### config.mk
export PLATFORM = sky130hd
export DESIGN_NAME = adsr_cfg
export DESIGN_NICKNAME = d
export VERILOG_FILES = /design/src/hw/rtl/adsr_pkg.sv /design/src/hw/rtl/adsr_cfg.sv
export SDC_FILE = /design/constraint.sdc
export NUM_CORES = 1
export LEC_CHECK = 0
export BUFFER_PORTS_ARGS = -buffer_cell sky130_fd_sc_hd__clkbuf_2
export CAP_MARGIN = 10
export CORE_ASPECT_RATIO = 0.5
export CORE_UTILIZATION = 61
export DETAILED_ROUTE_END_ITERATION = 7
export GPL_TIMING_DRIVEN = 0
export PLACE_DENSITY = 0.82
export SLEW_MARGIN = 25
export SYNTH_ARGS = -nofsm -noshare
export SYNTH_HDL_FRONTEND = slang
export SYNTH_SLANG_ARGS = --single-unit
### constraint.sdc
create_clock -name clk -period 16.1 [get_ports clk]
set_input_delay 0.805 -clock clk [delete_from_list [all_inputs] [get_ports clk]]
set_output_delay 0.805 -clock clk [all_outputs]
set_load 0.02 [all_outputs]
### src/hw/rtl/adsr_pkg.sv
// Shared types and constants for the ADSR envelope and stereo VCA block.
`default_nettype none

package adsr_pkg;

	localparam int SAMPLE_BITS_DEF     = 16;
	localparam int LEVEL_FRAC_BITS_DEF = 16;

	// Width and reset of every configuration register
	localparam int               CFG_W     = 17;
	localparam logic [CFG_W-1:0] CFG_RESET = 17'h10000;

	localparam int APB_AW = 4;
	localparam int APB_DW = 32;

	typedef enum logic [1:0] {
		REG_ATTACK  = 2'd0,
		REG_DECAY   = 2'd1,
		REG_SUSTAIN = 2'd2,
		REG_RELEASE = 2'd3
	} cfg_idx_e;

	typedef enum logic [1:0] {
		OP_TICK    = 2'd0,
		OP_NOTE_ON = 2'd1,
		OP_RELEASE = 2'd2,
		OP_STOP    = 2'd3
	} opcode_e;

	typedef enum logic [2:0] {
		ST_IDLE    = 3'd0,
		ST_ATTACK  = 3'd1,
		ST_DECAY   = 3'd2,
		ST_SUSTAIN = 3'd3,
		ST_RELEASE = 3'd4
	} stage_e;

	// Per-beat status that rides along with the level
	typedef struct packed {
		stage_e stage;
		logic   went_idle;
	} env_meta_t;

endpackage

`default_nettype wire

### src/hw/rtl/adsr_cfg.sv
// APB register file with clamped step values and a precomputed decay decrement.
`default_nettype none

module adsr_cfg import adsr_pkg::*; #(
	parameter int LEVEL_FRAC_BITS = LEVEL_FRAC_BITS_DEF,
	localparam int LW = LEVEL_FRAC_BITS + 1
) (
	input  wire logic              clk,
	input  wire logic              arst_n,
	input  wire logic              psel,
	input  wire logic              penable,
	input  wire logic              pwrite,
	input  wire logic [APB_AW-1:0] paddr,
	input  wire logic [APB_DW-1:0] pwdata,
	output logic      [APB_DW-1:0] prdata,
	output logic                   pready,
	output logic      [LW-1:0]     attack_c,
	output logic      [LW-1:0]     decay_dec,
	output logic      [LW-1:0]     sus_c,
	output logic      [LW-1:0]     release_c
);

	localparam int XW = (CFG_W > LW) ? CFG_W : LW;
	localparam logic [XW-1:0] ONE_X = {{(XW-1){1'b0}}, 1'b1} << LEVEL_FRAC_BITS;
	localparam logic [LW-1:0] ONE_L = {1'b1, {LEVEL_FRAC_BITS{1'b0}}};

	// Clamp to 0..ONE, or to 1..ONE for a step
	function automatic logic [LW-1:0] clamp_val(input logic [CFG_W-1:0] v, input logic floor1);
		logic [XW-1:0] x;
		x = XW'(v);
		if (floor1 && (x == '0)) x = {{(XW-1){1'b0}}, 1'b1};
		if (x > ONE_X) x = ONE_X;
		return x[LW-1:0];
	endfunction

	// ceil(step * (ONE - sustain) / ONE)
	function automatic logic [LW-1:0] dec_calc(input logic [CFG_W-1:0] step_raw,
		input logic [CFG_W-1:0] sus_raw);
		logic [LW-1:0]   s;
		logic [LW-1:0]   d;
		logic [2*LW-1:0] p;
		s = clamp_val(step_raw, 1'b1);
		d = ONE_L - clamp_val(sus_raw, 1'b0);
		p = (2*LW)'(s) * (2*LW)'(d);
		p = p + (2*LW)'(ONE_L - 1'b1);
		return p[LEVEL_FRAC_BITS +: LW];
	endfunction

	localparam logic [LW-1:0] DEC_RST = dec_calc(CFG_RESET, CFG_RESET);

	logic [CFG_W-1:0] attack_q, decay_q, sus_q, release_q;
	logic [LW-1:0]    dec_q;
	logic             wr;
	cfg_idx_e         idx;
	logic [CFG_W-1:0] wdata;
	logic [CFG_W-1:0] mul_step, mul_sus;

	assign pready = 1'b1;
	assign wr     = psel && penable && pwrite;
	assign idx    = cfg_idx_e'(paddr[3:2]);
	assign wdata  = pwdata[CFG_W-1:0];

	// Feed the multiplier with the value about to be written
	assign mul_step = (idx == REG_DECAY)   ? wdata : decay_q;
	assign mul_sus  = (idx == REG_SUSTAIN) ? wdata : sus_q;

	always_ff @(posedge clk or negedge arst_n) begin
		if (!arst_n) begin
			attack_q  <= CFG_RESET;
			decay_q   <= CFG_RESET;
			sus_q     <= CFG_RESET;
			release_q <= CFG_RESET;
			dec_q     <= DEC_RST;
		end else if (wr) begin
			case (idx)
				REG_ATTACK:  attack_q <= wdata;
				REG_DECAY: begin
					decay_q <= wdata;
					dec_q   <= dec_calc(mul_step, mul_sus);
				end
				REG_SUSTAIN: begin
					sus_q <= wdata;
					dec_q <= dec_calc(mul_step, mul_sus);
				end
				REG_RELEASE: release_q <= wdata;
				default: ;
			endcase
		end
	end

	always_comb begin
		case (idx)
			REG_ATTACK:  prdata = APB_DW'(attack_q);
			REG_DECAY:   prdata = APB_DW'(decay_q);
			REG_SUSTAIN: prdata = APB_DW'(sus_q);
			REG_RELEASE: prdata = APB_DW'(release_q);
			default:     prdata = '0;
		endcase
	end

	assign attack_c  = clamp_val(attack_q, 1'b1);
	assign release_c = clamp_val(release_q, 1'b1);
	assign sus_c     = clamp_val(sus_q, 1'b0);
	assign decay_dec = dec_q;

endmodule

`default_nettype wire

==> results_dict.tcl <==
set metrics [dict create \
    status "finished with violations" \
    violations "DRC" \
    cts.sinks 85 \
    hold_class "in -> async" \
    n_fill_cell 1783 \
    track_usage_pct 35.3 \
    tightest_slew_ns 0.881 \
    post_cts_resized 0 \
    multi_input_area_sq_um 11000 \
    synth_top_area_share_pct 32.5 \
    die_w_um 220 \
    place_congestion 1.00 \
    cts_hold_buf 0 \
    row_count 39 \
    insertion_delay_ns 0.36 \
    grt_pass1_vias 12300 \
    drc 17 \
    portBuffers 106 \
    yosysUniqueCellTypes 69 \
    antenna_cells 0 \
    wl_per_cell_um 19.9 \
    dr.first_iter.drc_count 1386 \
    dieArea_sq_um 24500 \
    dr.pass1.iters 8 \
    maxSlewHeadroom_pct 40.9 \
    synth_mux_area_share_pct 8.72 \
    synthAdderAreaFrac_pct 41.0 \
    setup_tns_ns 0 \
    grt_pass1_wl_um 65900 \
    wl_met2_um 18100 \
    avgSynthCellArea_sq_um 9.13 \
    dp_cells 2023 \
    cts_setup_buffers 0 \
    cts-htree-levels 3 \
    cts_buffers 9 \
    crit_fanout 10 \
    final_nets 2104 \
    fp.dieH_um 111 \
    r2r_setup_slack_ns 5.68 \
    final_hold_viol_count 0 \
    dpl.hpwl_um 32600 \
    wl_met3_um 5430 \
    clockBufferDepth 2 \
    cts-root-buf "clkbuf_16" \
    critPathKind "in -> reg" \
    synthFlopType "dfrtp_1" \
    cp.arrival_ns 11.40 \
    io_pins 142 \
    wl_met1_um 16300 \
    drive_gt1_share_pct 15.4 \
    grt-ovfl-total 0 \
    synth_edf_count 0 \
    synth_xor_area_share_pct 1.93 \
    core_sq_um 23100 \
    regArea_sq_um 2130 \
    regToRegEndpoint "decay_dec[10]" \
    syn_area_sq_um 14600 \
    slowest_delay_ns 0.56 \
    ys_warn_count 0 \
    num_vias 12100 \
    dr.max_layer_used "met5" \
    cts_tree "yes" \
    synth_top_family_by_area "adder cells" \
    yosys_register_bits 85 \
    rsz0062_at_grt "no" \
    cp.required_ns 16.34 \
    drt.antenna.violating_nets 0 \
    cp-endpoint "decay_dec[10]" \
    area_growth_pct 9.04 \
    finalCriticalPeriod_ns 11.16 \
    clk_pin_slew_ns 0.07 \
    ys_seq_area_share_pct 14.6 \
    viasPerCell 5.91 \
    setup_viol 0 \
    critPathCaptureType "flip-flop" \
    initial_utilization_pct 62.9 \
    synth.area.top_cells "fa_1 (32%), dfrtp_1 (14%), ha_1 (8.6%)" \
    synth-compound-area-share_pct 6.93 \
    max_freq_mhz 89.6 \
    r2r-start "sus_q[13]" \
    rr_worst_depth 33 \
    stdcell_count 2039 \
    crit_start "paddr[2]" \
    synth-simple-area-share_pct 16.2 \
    routed_wl_um 40600 \
    crit_path_start_kind "input pin" \
    crit_path_top_delay_cell "a21oi_2" \
    finalMaxSlewViolations 0 \
    cap_violations 0 \
    syn_inst 1595 \
    yosysTopAreaCell "fa_1" \
    grt_antenna_before_repair 0 \
    grt_max_degree 74 \
    fin_crit_sh_pct 69.3 \
    fin_skew_ns 0.00753 \
    synthArstFlopShare_pct 100 \
]
## synth_stat cells, drive strengths merged, types with 3 or more instances
| cell | count |
|---|---|
| a31oi | 4 |
| a21o | 12 |
| and3 | 8 |
| a211oi | 6 |
| nor3 | 21 |
| inv | 295 |
| o21ai | 38 |
| o21a | 3 |
| o211ai | 4 |
| nor4 | 17 |
| mux2 | 84 |
| a21boi | 3 |
| nand3 | 15 |
| nand4 | 4 |
| nor3b | 4 |
| o31ai | 5 |
| and2 | 62 |
| dfstp | 4 |
| fa | 236 |
| ha | 100 |
| dfrtp | 81 |
| a222oi | 17 |
| nor2 | 120 |
| clkbuf | 53 |
| xnor2 | 19 |
| xor2 | 13 |
| nor4b | 3 |
| mux2i | 32 |
| nor2b | 21 |
| nand2b | 12 |
| a21oi | 30 |
| buf | 35 |
| nand2 | 209 |
## worst max-delay path: cells and delay by family
| family | cells | cell delay (ns) |
|---|---|---|
| and+or+nand+nor | 4 | 1.02 |
| adders and majority gates | 9 | 3.74 |
| buffers and inverters | 13 | 2.51 |
| muxes | 1 | 0.41 |
| AOI/OAI and AO/OA | 10 | 2.92 |
## layer usage
metal | track usage (%) | vias to the layer above
li1 | - | 5228
met1 | 49.0 | 5964
met2 | 53.9 | 778
met3 | 10.7 | 87
met4 | 8.46 | 2
met5 | 2.71 | -
## state kept, by name (all words and copies together), names as in the netlist
signal,cells
attack_q,17
decay_q,17
release_q,17
decay_dec,17
sus_q,17
## cell usage in the layout (no fill, tap or decap), types with 12 or more instances in the layout
master	n
buf_4	17
mux2_2	84
o21ai_0	21
fa_1	236
nor4_1	14
clkbuf_1	54
nand2_1	209
conb_1	16
clkbuf_2	105
o21ai_1	16
xnor2_1	19
and2_1	62
nor2b_1	21
nor2_1	120
buf_2	15
nand3_1	15
inv_1	295
ha_1	100
a222oi_1	17
nor3_1	20
a21oi_1	26
a21o_1	12
nand2b_1	12
xor2_1	12
dfrtp_1	81
mux2i_1	31
## kinds of logic (layout without fill, tap and decap cells)
group | Yosys count | count (layout)
AND/OR/NAND/NOR | 505 | 505
buffers and inverters | 383 | 506
adder cells (fa/ha/maj) | 336 | 336
AO/OA/AOI/OAI | 136 | 136
multiplexers | 116 | 116
flip-flops | 85 | 85
XOR/XNOR | 32 | 32
other | 2 | 16
## stage by stage
step,cell area [sq um],worst slack [ns],utilization [%],hold WS (ns)
3_5_place_dp,15600,4.47,67.3,0.473
4_1_cts,15900,4.77,68.6,0.278
5_1_grt,15900,4.64,68.6,0.278
3_3_place_gp,15500,4.72,67.1,0.463
6_report,15900,4.94,68.6,0.276
2_1_floorplan,14600,6.88,-,0.473
## how the worst min path moves through the flow
stage,slack (ns),endpoint
floorplan,0.47,decay_q[16]
global placement,0.46,decay_dec[2]
detailed placement,0.47,decay_dec[3]
CTS,0.28,decay_dec[7]
global route,0.28,decay_dec[7]
finish,0.28,decay_dec[11]
## final cells by class
cell class	count	area share (%)
Sequential cell	85	13.4
Tap cell	307	2.42
Inverter	295	6.98
Clock inverter	6	0.457
Timing Repair Buffer	107	3.57
Multi-Input combinational cell	1141	69.1
Buffer	88	2.65
Clock buffer	10	1.44
Power is left out: the tool's default activity adds up to more than one toggle a clock period on the data nets, which glitch-free logic cannot reach.
