==> src/hw/rtl/adsr_pkg.sv <==
// Shared types and constants for the ADSR envelope and stereo VCA block.
`default_nettype none

package adsr_pkg;

	localparam int SAMPLE_BITS_DEF     = 16;
	localparam int LEVEL_FRAC_BITS_DEF = 16;

	// Width and reset of every configuration register
	localparam int               CFG_W     = 17;
	localparam logic [CFG_W-1:0] CFG_RESET = 17'h10000;

	localparam int APB_AW = 4;
	localparam int APB_DW = 32;

	typedef enum logic [1:0] {
		REG_ATTACK  = 2'd0,
		REG_DECAY   = 2'd1,
		REG_SUSTAIN = 2'd2,
		REG_RELEASE = 2'd3
	} cfg_idx_e;

	typedef enum logic [1:0] {
		OP_TICK    = 2'd0,
		OP_NOTE_ON = 2'd1,
		OP_RELEASE = 2'd2,
		OP_STOP    = 2'd3
	} opcode_e;

	typedef enum logic [2:0] {
		ST_IDLE    = 3'd0,
		ST_ATTACK  = 3'd1,
		ST_DECAY   = 3'd2,
		ST_SUSTAIN = 3'd3,
		ST_RELEASE = 3'd4
	} stage_e;

	// Per-beat status that rides along with the level
	typedef struct packed {
		stage_e stage;
		logic   went_idle;
	} env_meta_t;

endpackage

`default_nettype wire

==> src/hw/rtl/adsr_ctrl.sv <==
// Envelope state machine: one level update per accepted beat, result into stage 1.
`default_nettype none

module adsr_ctrl import adsr_pkg::*; #(
	parameter int SAMPLE_BITS     = SAMPLE_BITS_DEF,
	parameter int LEVEL_FRAC_BITS = LEVEL_FRAC_BITS_DEF,
	localparam int LW = LEVEL_FRAC_BITS + 1
) (
	input  wire logic                          clk,
	input  wire logic                          arst_n,
	input  wire logic                          accept,
	input  wire logic [1:0]                    opcode,
	input  wire logic signed [SAMPLE_BITS-1:0] left_in,
	input  wire logic signed [SAMPLE_BITS-1:0] right_in,
	input  wire logic [LW-1:0]                 attack_c,
	input  wire logic [LW-1:0]                 decay_dec,
	input  wire logic [LW-1:0]                 sus_c,
	input  wire logic [LW-1:0]                 release_c,
	output logic      [LW-1:0]                 level_s1,
	output env_meta_t                          meta_s1,
	output logic signed [SAMPLE_BITS-1:0]      left_s1,
	output logic signed [SAMPLE_BITS-1:0]      right_s1
);

	localparam logic [LW-1:0] ONE_L = {1'b1, {LEVEL_FRAC_BITS{1'b0}}};

	stage_e               stage_q, stage_n;
	logic [LW-1:0]        level_q, level_n;
	logic                 went;
	logic                 tick;
	opcode_e              op;
	logic [LW:0]          sum;
	logic signed [LW:0]   dec_diff, rel_diff;

	assign op       = opcode_e'(opcode);
	assign sum      = {1'b0, level_q} + {1'b0, attack_c};
	assign dec_diff = $signed({1'b0, level_q}) - $signed({1'b0, decay_dec});
	assign rel_diff = $signed({1'b0, level_q}) - $signed({1'b0, release_c});

	always_comb begin
		stage_n = stage_q;
		level_n = level_q;
		went    = 1'b0;
		tick    = 1'b0;
		case (op)
			OP_TICK: begin
				tick = 1'b1;
				case (stage_q)
					ST_ATTACK: begin
						if (sum >= {1'b0, ONE_L}) begin
							level_n = ONE_L;
							stage_n = ST_DECAY;
						end else begin
							level_n = sum[LW-1:0];
						end
					end
					ST_DECAY: begin
						if (dec_diff <= $signed({1'b0, sus_c})) begin
							level_n = sus_c;
							stage_n = ST_SUSTAIN;
						end else begin
							level_n = dec_diff[LW-1:0];
						end
					end
					ST_SUSTAIN: level_n = sus_c;
					ST_RELEASE: begin
						if (rel_diff <= 0) begin
							level_n = '0;
							stage_n = ST_IDLE;
							went    = 1'b1;
						end else begin
							level_n = rel_diff[LW-1:0];
						end
					end
					default: begin
						level_n = '0;
						stage_n = ST_IDLE;
					end
				endcase
			end
			OP_NOTE_ON: begin
				stage_n = ST_ATTACK;
				level_n = '0;
			end
			OP_RELEASE: stage_n = ST_RELEASE;
			OP_STOP: begin
				went    = (stage_q != ST_IDLE);
				stage_n = ST_IDLE;
				level_n = '0;
			end
			default: ;
		endcase
	end

	always_ff @(posedge clk or negedge arst_n) begin
		if (!arst_n) begin
			stage_q <= ST_IDLE;
			level_q <= '0;
		end else if (accept) begin
			stage_q <= stage_n;
			level_q <= level_n;
		end
	end

	// Note events pass zero samples down the lanes
	always_ff @(posedge clk) begin
		if (accept) begin
			level_s1          <= level_n;
			meta_s1.stage     <= stage_n;
			meta_s1.went_idle <= went;
			left_s1           <= tick ? left_in : '0;
			right_s1          <= tick ? right_in : '0;
		end
	end

endmodule

`default_nettype wire

==> config.mk <==
export PLATFORM = sky130hd
export DESIGN_NAME = adsr_ctrl
export DESIGN_NICKNAME = d
export VERILOG_FILES = /design/src/hw/rtl/adsr_pkg.sv /design/src/hw/rtl/adsr_ctrl.sv
export SDC_FILE = /design/constraint.sdc
export NUM_CORES = 1
export LEC_CHECK = 0
export BUFFER_PORTS_ARGS = -buffer_cell sky130_fd_sc_hd__buf_2
export CAP_MARGIN = 20
export CORE_MARGIN = 8
export CORE_UTILIZATION = 31
export CTS_CLUSTER_DIAMETER = 40
export DETAILED_ROUTE_END_ITERATION = 10
export PLACE_DENSITY = 0.51
export SETUP_SLACK_MARGIN = 0.2
export SLEW_MARGIN = 20
export SYNTH_ARGS = -nofsm -noshare
export SYNTH_HDL_FRONTEND = slang
export SYNTH_SLANG_ARGS = --single-unit
==> constraint.sdc <==
create_clock -name clk -period 4.85 [get_ports clk]
set_input_delay 0.97 -clock clk [delete_from_list [all_inputs] [get_ports clk]]
set_output_delay 0.97 -clock clk [all_outputs]
set_load 0.02 [all_outputs]
==> flow_summary.ini <==
[outcome]
outcome = completed

[floorplanning]
chipHeight_um = 159
design.portCount = 158
starting_density_pct = 31.4
core_area_um2 = 20200
floorplan.rows = 52
die_area_um2 = 25300
chipWidth_um = 159

[critical_path]
critPathCaptureType = flip-flop
cp.arrival_ns = 4.78
reg2reg_to = level_s1[14]$_DFFE_PP_
worst_setup_path_start_kind = primary input
timing.rr.start = level_q[10]$_DFFE_PN0P_
reg2regPathDepth = 17
rrSetupSlack_ns = 0.31
crit_fanout = 5
worst_ep_required_time_ns = 4.93
crit_type = primary input to flip-flop

[power]
p_int_uw = 1260
share_clk_of_total_power_pct = 35.4
power.switching_uw = 573
power.ir.vdd_worst_v = 0.000143
p_comb_share_pct = 25.3
switching_share_pct = 31.2
cellLeakagePower_uw = 0.00397
pwr-share-seq_pct = 39.4
power_density_nw_per_um2 = 216

[timing]
tightestPinTransition_ns = 0.829
finalWorstSetupSlack_ns = 0.144
maxClockFrequency_mhz = 212
timing.final.max_slew_violations = 0
final_count_of_hold_timing_violations = 0
post-route-min-period_ns = 4.71
final_min_period_over_clock_period_pct = 97.0
clock-skew-final_ns = 0.00584
finalSetupViolCount = 0
rsz_0062_raised_after_global_routing = yes
max-slew-margin-rel_pct = 44.7

[layout]
instances_no_fill = 1162
layout-drive-gt1-share_pct = 33.1
areaGrowthSynthToFinish_pct = 34.1
antenna-diode-count = 0
nNetsFinal = 1068
layout.filler_cells = 2070

[placement]
post-dp-hpwl_mm = 16.6
dp.cells = 1134
detailedPlace.worstSlack_ns = -0.393
finalWeightedCongestion = 0.873
port_buffers = 157

[global_routing]
grt_usage_pct = 15.1
wire_length_of_the_first_global_routing_pass_mm = 30.7
grt_start_max_net_pins = 37
antenna_violations_before_repair = 0
grt_pass1_vias = 5747
gr-total-overflow = 0

[clock_network]
clock_latency_on_the_worst_skew_pair_ns = 0.34
cts_made_buffers = 9
post_cts_hold_buffer_count = 0
clk_transition_reported_paths_ns = 0.07
h-tree-depth = 3
clockRootBuffer = clkbuf_16
tritoncts_num_sinks = 73
cts_tree = built
cts.path.max_buffers = 2

[synthesis]
synth_largest_area_cell = edfxtp_1
gate_count_of_the_mapped_netlist = 680
ys.warnings.count = 0
synth.lib_cells_used.distinct = 68
synth_enable_flop_cells = 53
synth.ff_latch_count = 73
dominantRegCellSynth = edfxtp_1
synthesis.nets = 861
yosysMostFrequentCell = ha_1
synth_area_um2 = 6340
yosysTopAreaCellShare_pct = 25.1
synthArstFlopShare_pct = 27.4
synth.area.top_cells = edfxtp_1, ha_1, dfrtp_1, xnor2_1, inv_1
synth_cell_count_leaders = ha_1, inv_1, edfxtp_1, a21oi_1
post_synth.cell_area_avg_um2 = 9.33
seq_area_frac_synth_pct = 33.0

[worst_hold_path]
timing.hold.worst.class = primary input to async pin

[route]
detail_route.wl_per_cell_um = 17.1
drtIter0Drc = 301
routed-via-count = 5841
route.antenna.remaining_nets = 0
route.final.wire_length_mm = 19.9
drc = 0
first_pass_iters = 5
post_drt_via_cell_ratio = 5.03

[run]
max-cap-violations = 0
-- stage by stage --
stage / setup TNS [ns] / hold WS [ns] / power [uW] / area [um^2] / util (%)
4_1_cts: 0 / 0.583 / 1820 / 8110 / 40.2
6_report: 0 / 0.580 / 1840 / 8500 / 42.2
2_1_floorplan: 0 / 0.523 / 992 / 6370 / -
5_1_grt: -0.0282 / 0.606 / 1930 / 8500 / 42.2
3_5_place_dp: -7.15 / 0.568 / 1170 / 7790 / 38.6
3_3_place_gp: -3.45 / 0.566 / 1170 / 7790 / 38.6
-- worst max-delay path, cell delays in order --
cell and delay [ns]:
buf_6 0.09, inv_2 0.05, ha_4 0.19, a211o_1 0.31, or3_4 0.38, a2bb2oi_4 0.18, buf_6 0.14, a211oi_2 0.23
xnor2_1 0.18, ha_1 0.29, nand4_1 0.10, nor2_1 0.05, a32o_2 0.28, a311oi_4 0.32, nand3_4 0.18, mux2_4 0.34
a222oi_1 0.35, o21ai_1 0.13
-- cells in the final DEF, fill, tap and decap left out, drive strengths merged, types with 4 or more instances in the layout --
| master | Yosys | layout |
|---|---|---|
| nand3 | 16 | 16 |
| edfxtp | 53 | 53 |
| clkbuf | 18 | 10 |
| o2111ai | 7 | 7 |
| xor2 | 8 | 8 |
| o221ai | 5 | 5 |
| mux2 | 4 | 4 |
| nand4 | 8 | 8 |
| and3 | 6 | 6 |
| a21o | 11 | 11 |
| nand2 | 36 | 36 |
| a211oi | 9 | 9 |
| a31o | 4 | 4 |
| buf | 4 | 217 |
| o21a | 8 | 8 |
| o21ai | 43 | 43 |
| inv | 65 | 69 |
| nor2 | 30 | 30 |
| a31oi | 7 | 7 |
| nor3 | 9 | 9 |
| ha | 73 | 73 |
| nor2b | 9 | 9 |
| and2 | 36 | 36 |
| a22oi | 9 | 9 |
| or3 | 5 | 5 |
| mux2i | 13 | 13 |
| a22o | 23 | 23 |
| o211ai | 6 | 6 |
| a211o | 5 | 5 |
| dfrtp | 20 | 20 |
| nand2b | 11 | 11 |
| a21oi | 42 | 42 |
| xnor2 | 29 | 29 |
-- flip-flops by register name, summed over array words and instances (netlist names) --
name / cells
level_q: 17
meta_s1: 4
level_s1: 17
right_s1: 16
stage_q: 3
left_s1: 16
-- worst max-delay path by stage --
stage                  startpoint                endpoint  slack [ns]
detailed placement   decay_dec[0]   level_s1[4]$_DFFE_PP_       -0.39
floorplan           decay_dec[10]  level_s1[11]$_DFFE_PP_        0.18
global placement     decay_dec[0]   level_s1[7]$_DFFE_PP_       -0.26
CTS                  decay_dec[0]   level_s1[8]$_DFFE_PP_        0.21
finish               decay_dec[7]  level_s1[14]$_DFFE_PP_        0.14
global route         decay_dec[0]   level_s1[4]$_DFFE_PP_       -0.03
-- routing by layer --
layer / track usage [%] / vias to the layer above / part of all wire (%)
met4: 3.47 / 0 / 0.97
met5: 0 / - / 0
li1: - / 2966 / -
met1: 20.9 / 2706 / 50
met2: 23.7 / 158 / 44
met3: 3.02 / 11 / 5.2
-- power groups by stage --
stage	Sequential (uW)	Combinational, uW	Clock (uW)
finish	722	464	649
global route	726	513	689
CTS	722	439	662
detailed placement	736	434	0
global placement	735	436	0
floorplan	766	225	0
-- area by class of cell --
cell class                      instances  area, um^2  share of cell area [%]
Inverter                               65         244                    2.87
Clock buffer                            9         225                    2.65
Tap cell                              270         338                    3.97
Clock inverter                          7        62.6                   0.736
Multi-Input combinational cell        520        4240                    49.8
Timing Repair Buffer                  218        1310                    15.4
Sequential cell                        73        2090                    24.6
-- cell families after synthesis --
group | share of synthesized area (%)
flops | 33.0
xor+xnor | 5.11
fa+ha+maj | 15.4
mux | 2.76
compound gates | 23.7
simple gates | 14.9
buf+inv | 5.21
-- repair_timing --
action,in CTS,in global routing
gates resized for setup,6,61
endpoints found under the setup margin,23,35
pin swaps,3,47
buffers inserted,1,10
cloned,0,1
Power figures use the tool's default switching activity.
