--- config.mk ---
export PLATFORM = sky130hd
export DESIGN_NAME = adsr_lane
export DESIGN_NICKNAME = d
export VERILOG_FILES = /design/src/hw/rtl/adsr_pkg.sv /design/src/hw/rtl/adsr_lane.sv
export SDC_FILE = /design/constraint.sdc
export NUM_CORES = 1
export LEC_CHECK = 0
export ABC_AREA = 1
export BUFFER_PORTS_ARGS = -buffer_cell sky130_fd_sc_hd__clkbuf_2
export CORE_UTILIZATION = 30
export CTS_CLUSTER_SIZE = 30
export DETAILED_ROUTE_END_ITERATION = 6
export GPL_ROUTABILITY_DRIVEN = 0
export GPL_TIMING_DRIVEN = 0
export PLACE_DENSITY_LB_ADDON = 0.1
export SLEW_MARGIN = 20
export SYNTH_ARGS = -nofsm -noshare
export SYNTH_HDL_FRONTEND = slang
export SYNTH_SLANG_ARGS = --single-unit
--- constraint.sdc ---
create_clock -name clk -period 16.3 [get_ports clk]
set_input_delay 3.26 -clock clk [delete_from_list [all_inputs] [get_ports clk]]
set_output_delay 3.26 -clock clk [all_outputs]
set_load 0.01 [all_outputs]
--- src/hw/rtl/adsr_pkg.sv ---
// Shared types and constants for the ADSR envelope and stereo VCA block.
`default_nettype none

package adsr_pkg;

	localparam int SAMPLE_BITS_DEF     = 16;
	localparam int LEVEL_FRAC_BITS_DEF = 16;

	// Width and reset of every configuration register
	localparam int               CFG_W     = 17;
	localparam logic [CFG_W-1:0] CFG_RESET = 17'h10000;

	localparam int APB_AW = 4;
	localparam int APB_DW = 32;

	typedef enum logic [1:0] {
		REG_ATTACK  = 2'd0,
		REG_DECAY   = 2'd1,
		REG_SUSTAIN = 2'd2,
		REG_RELEASE = 2'd3
	} cfg_idx_e;

	typedef enum logic [1:0] {
		OP_TICK    = 2'd0,
		OP_NOTE_ON = 2'd1,
		OP_RELEASE = 2'd2,
		OP_STOP    = 2'd3
	} opcode_e;

	typedef enum logic [2:0] {
		ST_IDLE    = 3'd0,
		ST_ATTACK  = 3'd1,
		ST_DECAY   = 3'd2,
		ST_SUSTAIN = 3'd3,
		ST_RELEASE = 3'd4
	} stage_e;

	// Per-beat status that rides along with the level
	typedef struct packed {
		stage_e stage;
		logic   went_idle;
	} env_meta_t;

endpackage

`default_nettype wire

--- src/hw/rtl/adsr_lane.sv ---
// One VCA lane: sample times level, floor shift and saturate.
`default_nettype none

module adsr_lane import adsr_pkg::*; #(
	parameter int SAMPLE_BITS     = SAMPLE_BITS_DEF,
	parameter int LEVEL_FRAC_BITS = LEVEL_FRAC_BITS_DEF,
	localparam int LW = LEVEL_FRAC_BITS + 1
) (
	input  wire logic                          clk,
	input  wire logic                          load,
	input  wire logic signed [SAMPLE_BITS-1:0] sample,
	input  wire logic [LW-1:0]                 level,
	output logic signed [SAMPLE_BITS-1:0]      scaled
);

	localparam int PW = SAMPLE_BITS + LW + 1;
	localparam logic signed [PW-1:0] MAXV =
		{{(PW-SAMPLE_BITS+1){1'b0}}, {(SAMPLE_BITS-1){1'b1}}};
	localparam logic signed [PW-1:0] MINV = ~MAXV;

	logic signed [PW-1:0] prod_s2;
	logic signed [PW-1:0] shifted;

	always_ff @(posedge clk) begin
		if (load) prod_s2 <= PW'(sample) * $signed(PW'({1'b0, level}));
	end

	// Arithmetic shift rounds toward minus infinity
	assign shifted = prod_s2 >>> LEVEL_FRAC_BITS;

	always_comb begin
		if (shifted > MAXV)      scaled = MAXV[SAMPLE_BITS-1:0];
		else if (shifted < MINV) scaled = MINV[SAMPLE_BITS-1:0];
		else                     scaled = shifted[SAMPLE_BITS-1:0];
	end

endmodule

`default_nettype wire

==> impl_metrics.py, run 1 <==
metrics = {
    "run_status": {
        "status": "finished clean",
    },
    "place": {
        "dp_hpwl_mm": 27.24,
        "portBuffers": 27,
    },
    "synth": {
        "yosys.area.top_type_share": 0.3948,
        "synth-seq-cells": 18,
        "seq_area_frac_synth": 0.05149,
        "yosysTopAreaCell": "fa_1",
        "ys_warn_count": 0,
        "syn-instance-count": 1432,
        "synth_area_sq_um": 10500,
        "synth_fp_nets": 1795,
        "synth_area_leaders": "fa_1 39%, inv_1 16%, ha_1 14%",
        "syn_area_per_cell_sq_um": 7.331,
        "synth_cell_types": 26,
    },
    "grt": {
        "grt_pass1_vias": 9008,
        "grtUsageMet2": 0.3189,
        "antenna_found_initial": 0,
        "grt_util_met1": 0.2690,
        "met3_usage": 0.009639,
        "grt_max_degree": 19,
        "grt_pass1_wl_mm": 51.52,
        "busiest_layer": "met2",
        "grt_use_total": 0.1880,
        "overflow": 0,
    },
    "run": {
        "drv_cap": 0,
    },
    "floorplanning": {
        "fp.coreArea_sq_um": 34460,
        "rows": 68,
        "die_x_um": 189.1,
        "ios": 51,
        "die-height_um": 189.1,
        "die_area_sq_um": 35740,
        "start_util": 0.3046,
    },
    "cells_and_area": {
        "reg_top3": "prod_s2 (18)",
        "drive_above_1_share": 0.03144,
        "regMostFlops": "prod_s2",
        "nNetsFinal": 1827,
        "final_cell_mix": "437 x inv_1, 389 x nand2_1, 207 x fa_1",
        "largest_register_ffs": 18,
        "n_antenna_cell": 0,
        "synthToLayoutAreaGrowth_pct": 7.461,
        "final_common_cell": "inv_1",
    },
    "critical_path": {
        "worst_ep_required_time_ps": 16300,
        "cp_slowest_cell": "clkbuf_1",
        "setup.worst_path.class": "input pin to register",
        "arrival_ps": 9320,
        "crit_family": "adder cells",
        "crit_top_cell": "fa_1",
        "critPathMaxFanout": 10,
        "cpPeakStageDelay_ps": 640,
        "crit_path_start_kind": "input pin",
        "worst_setup_path_end_kind": "register",
        "path_cells": "clkbuf_1 > clkbuf_1 > nand2_1 > fa_1 > inv_1 > fa_1 > fa_1 > fa_1 > fa_1 > inv_1 > fa_1 > inv_1 > ha_1 > a21oi_1 > o21ai_0 > a21oi_1 > nor2_1 > nor2_1 > nand2_1 > nand2_1 > nand2_1",
        "cp_num_buf_inv": 5,
        "worstSetupPathDepth": 21,
    },
    "clocking": {
        "htreeDepth": 1,
        "post_cts_buffers": 0,
        "clock_sinks": 18,
        "cts_root_buffer": "clkbuf_16",
        "cts_inserted_buffers": 3,
        "clkTransAtPathRegs_ps": 50,
        "cts_buffer_depth": 2,
        "postCtsHoldBufs": 0,
        "cts_tree": "yes",
        "cts_resized": 0,
    },
    "detailed_routing": {
        "drc_errors": 0,
        "final_antenna_net_count": 0,
        "routedWlPerCell_um": 16.27,
        "via_per_inst": 4.325,
        "wl_mm": 31.20,
        "via_count": 8296,
        "first_pass_iters": 4,
        "first_iter_violations": 376,
    },
    "timing": {
        "tightest_slew_ps": 827.7,
        "finalMaxSlewViolations": 0,
        "hold_viol": 0,
        "max_freq_ghz": 0.1073,
        "setup_viol": 0,
        "period_share": 0.5719,
        "rsz0062_at_grt": "no",
        "fin_setup_tns_ps": 0,
        "slew_headroom": 0.4482,
        "period_needed_ps": 9322,
    },
    "min_path": {
        "hold_path.class": "input pin to register",
        "hold_depth": 1,
    },
}
path summary, 6_finish.rpt:
| kind | from | to | slack, ps |
|---|---|---|---|
| setup / recovery | sample[10] | prod_s2[28] | 6980 |
| hold / removal | load | prod_s2[29] | 3570 |
logic make-up after synthesis:
| logic type | after synthesis | share of synthesized area |
|---|---|---|
| AO/OA/AOI/OAI | 80 | 0.03969 |
| XOR/XNOR | 6 | 0.005006 |
| adder cells (fa/ha/maj) | 328 | 0.5390 |
| buffers and inverters | 500 | 0.1793 |
| flip-flops | 18 | 0.05149 |
| AND/OR/NAND/NOR | 500 | 0.1856 |
cell type report:
type	instances	area (sq um)
plain buffers	59	226.5
clock buffers	3	75.07
clock inverters	1	3.754
fillers	3824	23180
inverters	441	1655
multi-input cells	914	8075
flip-flops and latches	18	540.5
well taps	455	569.3
repair buffers	27	135.1
through the flow:
stage	hold slack, ps	setup WS (ps)	cell area [sq um]	util	cells
floorplan	3373	7946	10500	-	1432
global placement	3827	6642	11200	0.3251	1914
detailed placement	3823	6691	11200	0.3251	1914
CTS	3592	6917	11280	0.3274	1918
global route	3604	6632	11280	0.3274	1918
finish	3567	6978	11280	0.3274	1918
cell usage after synthesis, drive strengths merged:
| master | number |
|---|---|
| inv | 441 |
| nand2 | 389 |
| fa | 207 |
| ha | 121 |
| nor2 | 67 |
| clkbuf | 56 |
| a21oi | 53 |
| nand3 | 26 |
| o21ai | 22 |
| edfxtp | 18 |
| or2 | 8 |
| nor3 | 7 |
| xor2 | 5 |
| buf | 3 |
| a21o | 2 |
| nand4 | 2 |
| o21bai | 2 |
| nor4 | 1 |
| o21a | 1 |
| xnor2 | 1 |
per-layer routing:
layer | vias up | wire [um]
met2 | 106 | 14770
met5 | - | 0
met4 | 0 | 401
met1 | 4037 | 15210
li1 | 4134 | -
met3 | 19 | 827
Power of run 1 is not shown: default switching activity piles up to over one toggle a cycle in this logic, so the estimate is an artifact.
==> run 2: changes to the inputs <==
Clock period 16.3 ns to 7.92 ns, I/O delays scaled along.
==> run 2 against run 1 <==
  * Die area stayed put
  * Setup slack worse by 6600 ps
  * Non-clock buffer count stayed put
  * First-iteration DRC count is 0.53% higher
  * Flip-flop and latch count stayed put
  * Cell count stayed put
  * Sequential share of layout area hardly changed
  * Count of clock-buffer cells in the layout stayed put
  * Largest cell class unchanged
  * Highest routed layer unchanged
==> impl_metrics.py, run 2 (same netlist as run 1, synthesis figures left out) <==
metrics = {
    "cells_and_area": {
        "layout.cells.non_filler": 1918,
        "reg_top3": "prod_s2 (18)",
        "synthToLayoutAreaGrowth_pct": 7.556,
        "final_cell_mix": "437 x inv_1, 389 x nand2_1, 207 x fa_1",
        "regMostFlops": "prod_s2",
        "n_antenna_cell": 0,
        "final_common_cell": "inv_1",
        "drive_above_1_share": 0.03349,
        "largest_register_ffs": 18,
        "nNetsFinal": 1827,
    },
    "detailed_routing": {
        "first_iter_violations": 378,
        "wl_mm": 31.22,
        "via_count": 8315,
        "final_antenna_net_count": 0,
        "routedWlPerCell_um": 16.28,
        "drc_errors": 0,
        "first_pass_iters": 4,
        "via_per_inst": 4.335,
    },
    "run": {
        "drv_cap": 0,
    },
    "floorplanning": {
        "start_util": 0.3046,
        "die_x_um": 189.1,
        "die_area_sq_um": 35740,
        "fp.coreArea_sq_um": 34460,
        "ios": 51,
        "die-height_um": 189.1,
        "rows": 68,
    },
    "timing": {
        "period_share": 0.9527,
        "period_needed_ps": 7546,
        "setup_viol": 0,
        "max_freq_ghz": 0.1325,
        "hold_viol": 0,
        "tightest_slew_ps": 830.4,
        "rsz0062_at_grt": "no",
        "slew_headroom": 0.4464,
        "finalMaxSlewViolations": 0,
        "fin_setup_tns_ps": 0,
    },
    "clocking": {
        "cts_inserted_buffers": 3,
        "htreeDepth": 1,
        "post_cts_buffers": 0,
        "cts_root_buffer": "clkbuf_16",
        "cts_tree": "yes",
        "cts_buffer_depth": 2,
        "clock_sinks": 18,
        "clkTransAtPathRegs_ps": 50,
    },
    "critical_path": {
        "worst_setup_path_end_kind": "register",
        "setup.worst_path.class": "input pin to register",
        "critPathMaxFanout": 10,
        "worst_ep_required_time_ps": 7920,
        "arrival_ps": 7550,
        "crit_path_start_kind": "input pin",
    },
    "place": {
        "dp_hpwl_mm": 27.24,
        "portBuffers": 27,
        "place_inst": 1914,
    },
    "run_status": {
        "status": "finished clean",
    },
    "grt": {
        "grt_use_total": 0.1880,
        "grt_max_degree": 19,
        "grt_pass1_wl_mm": 51.52,
        "overflow": 0,
        "grt_pass1_vias": 9008,
        "antenna_found_initial": 0,
    },
    "min_path": {
        "hold_depth": 1,
        "hold_path.class": "input pin to register",
    },
}
## run 2: layer usage
| layer | vias to the layer above | GRT usage | part of all wire |
|---|---|---|---|
| met2 | 110 | 0.3189 | 0.47 |
| met1 | 4051 | 0.2690 | 0.49 |
| met4 | 0 | 0.02730 | 0.013 |
| met3 | 19 | 0.009639 | 0.029 |
| met5 | - | 0 | 0 |
| li1 | 4135 | - | - |
## run 2: timing repair
item                                    in CTS  in global routing
hold buffers                                 0                  0
endpoints found under the setup margin       0                  4
resized for setup                            0                  8
## run 2: cell type report
cell class / count / area, sq um
fill: 3827 / 23170
tap: 455 / 569.3
multi-input combinational: 914 / 8075
buffer: 59 / 236.5
sequential: 18 / 540.5
clock buffer: 3 / 75.07
timing repair buffer: 27 / 135.1
inverter: 441 / 1655
clock inverter: 1 / 3.754
## run 2: path summary, 6_finish.rpt
check / slack [ps] / startpoint / end
hold / removal: 1890 / load / prod_s2[29]
setup / recovery: 370 / sample[7] / prod_s2[28]
## run 2: critical path: stages
cell and delay [ps]:
clkbuf_1 480, clkbuf_1 530, nand2_1 160, fa_1 560, inv_1 50, fa_1 500
fa_1 630, fa_1 460, fa_1 500, inv_1 50, fa_1 490, inv_1 40
ha_1 330, a21oi_1 270, o21ai_0 200, a21oi_1 290, nor2_1 100, nor2_1 130
nand2_1 70, nand2_1 60, nand2_1 50
## run 2: metrics by stage
step                      hold slack [ps]    util  cell area, sq um  setup slack (ps)
after floorplan                      1697       -             10500              1242
after global routing                 1928  0.3277             11290             21.32
after detailed placement             2147  0.3251             11200            -13.00
after CTS                            1916  0.3274             11280             212.8
final                                1891  0.3277             11290             374.3
after global placement               2151  0.3251             11200            -61.96
Power of run 2 is left out for the same reason.
==> run 3: changes to the inputs <==
Settings changed: CORE_UTILIZATION 30 to 59.
==> run 3 against run 2 <==
  * Routed wire length fell by 12%
  * Maximum frequency rose by 0.20%
  * Final area fell by 2.6%
  * Global-route usage rose by 13 points
  * Count of clock-buffer cells in the layout did not move
  * Die area fell by 49%
  * Sequential share of layout area rose by 0.13 points
  * Core utilization rose by 31 points
  * First-iteration DRC count rose by 37%
  * Critical endpoint is now prod_s2[31]
  * Setup slack improved by 15 ps
  * Via count rose by 5.0%
  * Largest cell class unchanged
  * Flip-flop and latch count did not move
==> impl_metrics.py, run 3 (same netlist as run 1, synthesis figures left out) <==
metrics = {
    "clocking": {
        "cts_tree": "yes",
        "post_cts_buffers": 0,
        "cts_root_buffer": "clkbuf_16",
        "htreeDepth": 1,
        "postCtsHoldBufs": 0,
        "clock_sinks": 18,
        "cts_buffer_depth": 2,
        "cts_resized": 0,
        "cts_inserted_buffers": 3,
        "clkTransAtPathRegs_ps": 50,
    },
    "timing": {
        "tightest_slew_ps": 918.9,
        "period_needed_ps": 7530,
        "finalMaxSlewViolations": 0,
        "rsz0062_at_grt": "no",
        "fin_setup_tns_ps": 0,
        "hold_viol": 0,
        "setup_viol": 0,
        "slew_headroom": 0.3874,
        "period_share": 0.9508,
        "max_freq_ghz": 0.1328,
    },
    "cells_and_area": {
        "nNetsFinal": 1827,
        "largest_register_ffs": 18,
        "fill_cells": 1609,
        "final_common_cell": "inv_1",
        "final_cell_mix": "437 x inv_1, 389 x nand2_1, 207 x fa_1",
        "synthToLayoutAreaGrowth_pct": 4.719,
        "reg_top3": "prod_s2 (18)",
        "n_antenna_cell": 0,
        "drive_above_1_share": 0.03144,
        "regMostFlops": "prod_s2",
    },
    "floorplanning": {
        "start_util": 0.6048,
        "fp.coreArea_sq_um": 17360,
        "die-height_um": 135.4,
        "ios": 51,
        "die_x_um": 135.4,
        "die_area_sq_um": 18330,
        "rows": 48,
    },
    "min_path": {
        "hold_path.class": "input pin to register",
        "hold-path-endpoint": "prod_s2[31]",
        "hp-start": "load",
        "hold_depth": 1,
    },
    "place": {
        "portBuffers": 27,
        "dp_hpwl_mm": 23.19,
    },
    "detailed_routing": {
        "first_iter_violations": 517,
        "via_count": 8728,
        "routedWlPerCell_um": 16.21,
        "via_per_inst": 5.171,
        "drc_errors": 0,
        "wl_mm": 27.36,
        "first_pass_iters": 5,
        "final_antenna_net_count": 0,
    },
    "critical_path": {
        "worst_setup_path_end_kind": "register",
        "setup.worst_path.class": "input pin to register",
        "crit_path_start_kind": "input pin",
        "arrival_ps": 7530,
        "critPathMaxFanout": 10,
        "worst_ep_required_time_ps": 7920,
    },
    "grt": {
        "grt_pass1_vias": 8743,
        "grt_max_degree": 19,
        "overflow": 0,
        "grt_pass1_wl_mm": 44.13,
        "antenna_found_initial": 0,
        "grt_use_total": 0.3214,
    },
    "run": {
        "drv_cap": 0,
    },
    "run_status": {
        "status": "finished clean",
    },
}
[run 3: changes by cell type in the layout (fill, tap and decap cells not counted)]
cell             previous run  this run
clkbuf_1                   52        56
clkbuf_2                   30        27
clkdlybuf4s15_1             1         0
[run 3: routing by layer]
layer  vias up  share of wire  GRT usage
met4         0          0.024    0.08115
li1       4141              -          -
met3        52          0.085    0.04003
met5         -              0          0
met1      4190           0.42     0.4387
met2       345           0.47     0.5430
[run 3: area by class of cell]
type | instances | area [sq um] | area share
plain buffers | 59 | 226.5 | 0.02060
clock buffers | 3 | 75.07 | 0.006829
clock inverters | 1 | 3.754 | 0.0003415
inverters | 441 | 1655 | 0.1506
multi-input cells | 914 | 8075 | 0.7346
flip-flops and latches | 18 | 540.5 | 0.04917
well taps | 225 | 281.5 | 0.02561
repair buffers | 27 | 135.1 | 0.01229
[run 3: metrics by stage]
stage,setup slack (ps),utilization,hold slack [ps],instance area [sq um],instances
after floorplan,1242,-,1697,10500,1432
after CTS,482.3,0.6334,1868,10990,1688
after global placement,259.3,0.6288,2112,10910,1684
after detailed placement,259.2,0.6288,2125,10910,1684
final,389.6,0.6334,1863,10990,1688
after global routing,85.17,0.6334,1885,10990,1688
[run 3: worst max path at each step]
stage	to	startpoint	slack (ps)	cells past startpoint
global placement	prod_s2[31]	sample[10]	260	21
detailed placement	prod_s2[31]	sample[10]	260	21
global route	prod_s2[33]	level[2]	90	22
floorplan	prod_s2[27]	sample[7]	1240	23
finish	prod_s2[31]	level[2]	390	21
CTS	prod_s2[33]	level[2]	480	22
[run 3: critical path: stages]
cell and delay [ps]:
clkbuf_1 480, clkbuf_1 760, nand2_1 180, fa_1 530
fa_1 490, inv_1 50, fa_1 470, fa_1 460
fa_1 530, inv_1 50, fa_1 480, inv_1 50
ha_1 340, a21oi_1 210, o21ai_1 130, a21oi_1 270
nor2_1 90, nor2_1 180, nand2_1 70, nand2_1 50
nand2_1 60
Power of run 3 is left out for the same reason.
